[src/hw/rtl/jpr_pkg.sv]
// Shared types, constants and helpers for the Jacobi recurrence evaluator.
`default_nettype none

package jpr_pkg;

  // Field and datapath widths
  localparam int FIELD_W   = 4;
  localparam int POINT_W   = 26;
  localparam int DATA_W    = 64;
  localparam int COEF_W    = 32;
  localparam int COEF_FRAC = 24;
  localparam int HALF_W    = 32;
  localparam int PROD_W    = HALF_W + DATA_W;

  // Coefficient ROM geometry: one row per (alpha, order) pair
  localparam int ROM_DIM   = 16;
  localparam int ROM_ROWS  = ROM_DIM * ROM_DIM;
  localparam int ROM_IDX_W = 2 * FIELD_W;

  localparam logic [DATA_W-1:0] DATA_MAX = {1'b0, {(DATA_W-1){1'b1}}};
  localparam logic [DATA_W-1:0] DATA_MIN = {1'b1, {(DATA_W-1){1'b0}}};

  typedef logic signed [DATA_W-1:0] data_t;
  typedef logic signed [COEF_W-1:0] coef_t;

  // Three recurrence coefficients for one (alpha, order) pair
  typedef struct packed {
    coef_t c10;
    coef_t c11;
    coef_t c2;
  } coef_row_t;

  // Request to the shared multiply-round-saturate unit
  typedef struct packed {
    logic              start;
    logic [HALF_W-1:0] a_mag;
    logic              a_neg;
    data_t             b;
  } mul_req_t;

  // Response from the shared unit
  typedef struct packed {
    logic  done;
    data_t value;
    logic  ovf;
  } mul_rsp_t;

  typedef struct packed {
    data_t value;
    logic  ovf;
  } sat_res_t;

  typedef enum logic [2:0] {
    ST_IDLE,
    ST_INIT,
    ST_FETCH,
    ST_MSTART,
    ST_MWAIT,
    ST_OUT
  } state_t;

  // Multiplications of one recurrence step, in issue order
  typedef enum logic [1:0] {
    OP_C10,
    OP_Z,
    OP_C11,
    OP_C2
  } mul_op_t;

  // Signed add that clamps to the 64-bit range
  function automatic sat_res_t sat_add(input data_t a, input data_t b);
    logic signed [DATA_W:0] s;
    sat_res_t               r;
    s = {a[DATA_W-1], a} + {b[DATA_W-1], b};
    if (s[DATA_W] != s[DATA_W-1]) begin
      r.ovf   = 1'b1;
      r.value = s[DATA_W] ? $signed(DATA_MIN) : $signed(DATA_MAX);
    end else begin
      r.ovf   = 1'b0;
      r.value = s[DATA_W-1:0];
    end
    return r;
  endfunction

endpackage

`default_nettype wire

[src/hw/rtl/jpr_mul.sv]
// Shared multiply unit: 32x64 magnitude product in two halves, round, saturate.
`default_nettype none

module jpr_mul (
  input  logic                clk,
  input  logic                rst_n,
  input  jpr_pkg::mul_req_t   req,
  output jpr_pkg::mul_rsp_t   rsp
);

  localparam int HugeLo = jpr_pkg::DATA_W + jpr_pkg::COEF_FRAC;

  logic [jpr_pkg::HALF_W-1:0]   a_r;
  logic [jpr_pkg::DATA_W-1:0]   bm_r;
  logic                         neg_r;
  logic [2:0]                   ph_r;
  logic [jpr_pkg::DATA_W-1:0]   p0_r;
  logic [jpr_pkg::DATA_W-1:0]   p1_r;
  logic                         done_r;
  logic [jpr_pkg::DATA_W-1:0]   val_r;
  logic                         ovf_r;

  logic [jpr_pkg::HALF_W-1:0]   b_half;
  logic [jpr_pkg::DATA_W-1:0]   prod;
  logic [jpr_pkg::PROD_W-1:0]   rnd;
  logic [jpr_pkg::DATA_W-1:0]   mag;
  logic [jpr_pkg::DATA_W-1:0]   lim;
  logic [jpr_pkg::DATA_W-1:0]   mag_sat;
  logic                         huge;
  logic                         ovf_c;

  // One 32x32 multiplier, fed the low half first, then the high half
  always_comb begin
    b_half = ph_r[0] ? bm_r[jpr_pkg::HALF_W-1:0] : bm_r[jpr_pkg::DATA_W-1:jpr_pkg::HALF_W];
    prod   = jpr_pkg::DATA_W'(a_r) * jpr_pkg::DATA_W'(b_half);
  end

  // Round half away from zero on the magnitude, then clamp to the signed range
  always_comb begin
    rnd     = {p1_r, p0_r[jpr_pkg::HALF_W-1:0]}
              + (jpr_pkg::PROD_W'(1) << (jpr_pkg::COEF_FRAC - 1));
    huge    = |rnd[jpr_pkg::PROD_W-1:HugeLo];
    mag     = rnd[HugeLo-1:jpr_pkg::COEF_FRAC];
    lim     = neg_r ? jpr_pkg::DATA_MIN : jpr_pkg::DATA_MAX;
    ovf_c   = huge || (mag > lim);
    mag_sat = ovf_c ? lim : mag;
  end

  // Advance the phase chain
  always_ff @(posedge clk) begin
    if (!rst_n) begin
      ph_r   <= '0;
      done_r <= 1'b0;
    end else begin
      ph_r   <= {ph_r[1:0], req.start};
      done_r <= ph_r[2];
    end
  end

  // Capture operands, accumulate partial products, hold the result
  always_ff @(posedge clk) begin
    if (req.start) begin
      a_r   <= req.a_mag;
      bm_r  <= req.b[jpr_pkg::DATA_W-1] ? jpr_pkg::DATA_W'(-req.b) : jpr_pkg::DATA_W'(req.b);
      neg_r <= req.a_neg ^ req.b[jpr_pkg::DATA_W-1];
    end
    if (ph_r[0]) begin
      p0_r <= prod;
    end
    if (ph_r[1]) begin
      p1_r <= prod + {{jpr_pkg::HALF_W{1'b0}}, p0_r[jpr_pkg::DATA_W-1:jpr_pkg::HALF_W]};
    end
    if (ph_r[2]) begin
      val_r <= neg_r ? (~mag_sat + 1'b1) : mag_sat;
      ovf_r <= ovf_c;
    end
  end

  assign rsp.done  = done_r;
  assign rsp.value = $signed(val_r);
  assign rsp.ovf   = ovf_r;

  // A new operation only starts on an idle unit
  a_start_idle: assert property (@(posedge clk) disable iff (!rst_n)
    req.start |-> (ph_r == 3'b000) && !done_r)
    else $error("multiply started while busy");

  // At most one phase active
  a_phase_onehot: assert property (@(posedge clk) disable iff (!rst_n)
    $onehot0(ph_r))
    else $error("multiply phases overlap");

  // Done is raised in the cycle after the last phase
  a_done_timing: assert property (@(posedge clk) disable iff (!rst_n)
    done_r |-> $past(ph_r[2]))
    else $error("multiply done without final phase");

endmodule

`default_nettype wire

[config.mk]
export PLATFORM = sky130hd
export DESIGN_NAME = jpr_mul
export DESIGN_NICKNAME = d
export VERILOG_FILES = /design/src/hw/rtl/jpr_pkg.sv /design/src/hw/rtl/jpr_mul.sv
export SDC_FILE = /design/constraint.sdc
export NUM_CORES = 2
export LEC_CHECK = 0
export BUFFER_PORTS_ARGS = -buffer_cell sky130_fd_sc_hd__buf_4
export CAP_MARGIN = 40
export CORE_UTILIZATION = 55
export CTS_BUF_LIST = sky130_fd_sc_hd__clkbuf_4 sky130_fd_sc_hd__clkbuf_8
export CTS_CLUSTER_SIZE = 30
export DETAILED_ROUTE_END_ITERATION = 7
export PLACE_DENSITY = 0.78
export SYNTH_ARGS = -nofsm -noshare
export SYNTH_HDL_FRONTEND = slang
export SYNTH_SLANG_ARGS = --single-unit
[constraint.sdc]
create_clock -name clk -period 12.8 [get_ports clk]
set_input_delay 1.92 -clock clk [delete_from_list [all_inputs] [get_ports clk]]
set_output_delay 1.92 -clock clk [all_outputs]
set_load 0.01 [all_outputs]
======== Word level (Yosys, flattened, before mapping) ========
Index checks and enable logic that the tools add are counted.
storage, ports and cells
  output and inout bits ................... 66
  word-level logic and storage cells ...... 25
  register bits ........................... 294
operators by class
  $lt $le $gt $ge ......................... 1
  $mul .................................... 1
  muxes and demuxes ....................... 5
  reductions and logical operators ........ 2
  bitwise logic cells ..................... 2
  add/sub/neg operators ................... 4
operator list
  operator                                                          count
  64-bit 2-to-1 mux                                                 3
  96-bit by 24-bit adder with 96-bit output, second input constant  1
  64-bit by 1-bit adder with 64-bit output, second input constant   1
  64-bit by 32-bit adder with 64-bit output                         1
  64-bit > comparator                                               1
  32-bit by 32-bit multiplier with 64-bit output                    1
  64-bit negator                                                    1
  64-bit inverter                                                   1
  63-bit 2-to-1 mux                                                 1
  32-bit 2-to-1 mux                                                 1
  8-bit OR reduction                                                1
  1-bit logical OR                                                  1
  1-bit bitwise XOR                                                 1

======== Longest topological paths before layout ========
  depth in word-level cells ............... 7
  gate-level depth with buffers ........... 41

======== Least setup slack after synthesis ========
OpenSTA, ideal clock, no wires.
  path type ............................... register -> register
  start point ............................. register ph_r[0]
  end point ............................... register p1_r[56] in the netlist's numbering (data pin)
  arrival ................................. 10.589 ns
  cell stages (with the launch flop) ...... 38
  setup slack ............................. 1.938 ns
  buffers on the path ..................... 4
  cells stage by stage .................... dfxtp_1 clkbuf_1 clkbuf_1 mux2i_1 clkbuf_1 nor2b_1 fa_1 fa_1 fa_1 inv_1 fa_1 inv_1 fa_1 inv_1 fa_1 inv_1 fa_1 fa_1 (+2 left out) and4_1 nand2_1 o21ai_0 a211oi_2 a21oi_1 nor3_1 xnor2_1 ha_1 a211o_1 a21oi_1 a21oi_1 nand3_1 a21oi_1 o2111ai_1 nor3_1 nand3_1 or4_1 xnor2_1
on the way
  longest elaborated chain between the ends .. 3
ends and longest elaborated chain
  element                                         line           RTL
  from (decl)                                     jpr_mul.sv:16  logic [2:0] ph_r;
  from (signal assigned)                          jpr_mul.sv:55  ph_r <= {ph_r[1:0], req.start};
  32-bit 2-to-1 mux                               jpr_mul.sv:34  b_half = ph_r[0] ? bm_r[jpr_pkg::HALF_W-1:0] : bm_r[jpr_pkg::DATA_W-1:jpr_pkg::HALF_W];
  32-bit by 32-bit multiplier with 64-bit output  jpr_mul.sv:35  prod = jpr_pkg::DATA_W'(a_r) * jpr_pkg::DATA_W'(b_half);
  net prod (one bit)                              jpr_mul.sv:24  logic [jpr_pkg::DATA_W-1:0] prod;
  64-bit by 32-bit adder with 64-bit output       jpr_mul.sv:71  p1_r <= prod + {{jpr_pkg::HALF_W{1'b0}}, p0_r[jpr_pkg::DATA_W-1:jpr_pkg::HALF_W]};
  to (signal assigned)                            jpr_mul.sv:71
  to (decl)                                       jpr_mul.sv:18  logic [jpr_pkg::DATA_W-1:0] p1_r;
The timed path passes the listed nets, and every way through them passes these cells.
A chain may end at the register's enable or synchronous reset.

======== Worst setup path in the final report ========
  start point ............................. register ph_r[0]
  end point ............................... register p1_r[63] in the netlist's numbering (data pin)
Same word-level chain as after synthesis.

==> results list <==
- Horiz. Die Dim: approximately 310 µm
- Quantity of hold-fixing buffers added after cts: 0
* Detailed Routing Iterations Pass 1: 6
* CTS tree: done
- Fmax achieved: 90.59 MHz
- Final design utilization: 0.5924
- The finished layout holds just under 7k standard cells, fillers aside.
- The netlist uses between 90 and 100 different library cells.
- Of the available clock period, the critical path in the final layout requires 0.8624.
* Number of post-CTS setup repair buffers: 0
- At the pin with the least slew margin, the transition time is approximately 0.96 ns.
* Vias in the first global route: between 40k and 50k
- The congestion estimate from routability-driven global placement came to slightly below 1.
* Global-route wire length before repair: between 200,000 and 250,000 µm
- Endpoint class of the critical path: register
- After clock tree synthesis, the clock-pin slew on the worst setup and hold paths is 0.06 ns.
* Via Count: about 40k
- For the final routed database, the setup TNS stands at 0 ns.
* Placed cell count: 6,786
- Clock insertion delay at the later pin of the skew report: approximately 0.76 ns
- Clk root buf: clkbuf_8
- Gates resized during post-CTS repair numbered 0.
- Synthesis produced a netlist with a net count of ~7.0k.
- Pin count of the biggest net entering global routing: 163
* Setup Skew: approximately 0.094 ns
- The flow ran to the end, and the final reports show no timing, DRC or antenna violations.
- Number of enable-type register cells in the synthesized netlist: around 270
- Netlist area before placement: between 0.05 and 0.06 mm²
- For this design, the slowest cell found on the critical path is mux2_2.
- Gr ovfl total: 0
- After the first detailed-routing iteration, the DRC count stood at about 3k.
- P&R area growth vs syn: 6.400%
- The clock passes through at most 3 buffers.
- Total number of nets in the final design: 6,940
- The final max-slew violation count was 0.
- Class of the worst hold path: reg -> reg
- Seq/Total Area, Yosys: 0.1554
* Remaining max-slew budget at the tightest pin: 0.3585
- In the final layout, the share of cells above drive strength 1 is 0.07031.
- Die extent in y: 309.8 µm
- GRT Util Overall: 0.2963
- Kind of launch point of the worst setup path: register
- Setup repair after global routing left no endpoint under its margin.
- Minimum clock period after layout: around 11 ns
* H-Tree Level Count: 2
- Number of clock buffers inserted by TritonCTS: 47
- Most common cell after layout, fill and taps aside: inv_1
- Leaving out fill and tap cells, the most frequent cells in the layout are inv_1 (934), fa_1 (897), nand2_1 (604).
- Final count of negative-setup-slack endpoints: 0
* Most frequent CP cell: fa_1
- The number of antenna violations at the first check in global routing is 4.
* Arrival time worst endpoint: 11.48 ns
* Routed wirelength normalized by instance count: roughly 20 µm
- After floorplanning, the core was divided into 112 placement rows.
* Worst Path Required: roughly 13 ns
- The Yosys step of the flow raised 0 warnings.
* Aggregate routed wire length: 138,200 µm
* Area of the core: 0.09361 mm²
- Number of maximum-capacitance violations: 0
- Top_reg_cell synth: edfxtp_1
- In this design, the stage delay of the slowest critical-path cell is about 0.65 ns.
- For this configuration, the core starts out at a cell density of 0.5568.
- Clock Sink Count: approximately 270
* Final hold viol count: 0
- Detailed-placement wirelength estimate: roughly 110,000 µm
- Along the worst path, the maximum fanout reaches 32.
* # IOs: 166
- The count of nets left with antenna violations once routing finished came out at 0.
* Average cell area after synthesis: 9.312 µm²
- Input and output buffers added on the ports amount to 165.
- The floorplan step defined a die boundary enclosing roughly 0.096 mm².
- Using the TritonRoute via totals, the vias-per-cell ratio works out to ~5.8.
- After detailed routing, the number of remaining DRC violations is 0.
- Synthesis-stage register bit count: 271
* Cells after Synth: ~5.6k
- Share of synthesized flip-flops with an asynchronous set or reset: 0
- The worst setup path is of the reg -> reg kind.
state kept, by name (all words and copies together), names as in the netlist:
name and cells:
neg_r 1, val_r 64, p0_r 41, ovf_r 1, a_r 32, p1_r 64
ph_r 3, done_r 1, bm_r 64
logic make-up (layout without fill, tap and decap cells):
| family | Yosys count | count (layout) | synth area share |
|---|---|---|---|
| and+or+nand+nor | 1923 | 1923 | 0.1943 |
| adders and majority gates | 1259 | 1259 | 0.4314 |
| buffers and inverters | 1223 | 1244 | 0.08885 |
| AOI/OAI and AO/OA | 624 | 624 | 0.07776 |
| DFF | 271 | 271 | 0.1554 |
| xor gates and xnor gates | 234 | 234 | 0.03932 |
| muxes | 63 | 63 | 0.01292 |
| other | 0 | 2 | 0 |
worst max-delay path: cells and delay by family, from the launching register on:
family / cells / cell delay, ns
XOR/XNOR: 2 / 0.42
flip-flops: 1 / 0.63
buffers and inverters: 4 / 0.20
adder cells (fa/ha/maj): 10 / 4.49
AO/OA/AOI/OAI: 7 / 2.00
AND/OR/NAND/NOR: 10 / 2.35
multiplexers: 1 / 0.65
area by class of cell:
type,instances,area [µm²]
well taps,1254,1569
multi-input cells,4103,39470
diodes,2,5.005
flip-flops and latches,271,8104
clock buffers,59,737.0
clock inverters,27,317.8
repair buffers,223,1747
inverters,935,3510
fillers,7979,38160
synthesized netlist by cell type, types with 134 or more instances:
library cell    n  area [µm²]
a21oi_1       176       880.8
and2_1        455        2846
clkbuf_1      271        1017
edfxtp_1      267        8018
fa_1          897       17960
ha_1          362        4529
inv_1         934        3506
nand2_1       604        2267
nor2_1        181       679.4
nor2b_1       196        1226
o21ai_0       134       670.6
xnor2_1       168        1471
layer usage:
metal	routed length (µm)	track usage
met3	8947	0.04174
met4	6115	0.1243
met2	67140	0.5010
met5	0	0
met1	55950	0.3817
stage by stage:
stage	setup slack [ns]	instance area (µm²)	hold WS, ns
floorplan	1.938	52120	0.5256
CTS	1.778	55450	0.5375
detailed placement	1.814	54390	0.5736
global route	1.073	55450	0.5759
finish	1.761	55450	0.5699
global placement	1.799	54300	0.5932
final timing paths:
check	end	cells past startpoint	from	slack, ns
setup / recovery	p1_r[63]	34	ph_r[0]	1.76
hold / removal	p1_r[0]	1	p0_r[32]	0.57
setup reg to reg	p1_r[63]	34	ph_r[0]	1.76
hold reg to reg	p1_r[0]	1	p0_r[32]	0.57
Power is not shown: default switching activity piles up to over one toggle a cycle in this logic, so the estimate is an artifact.
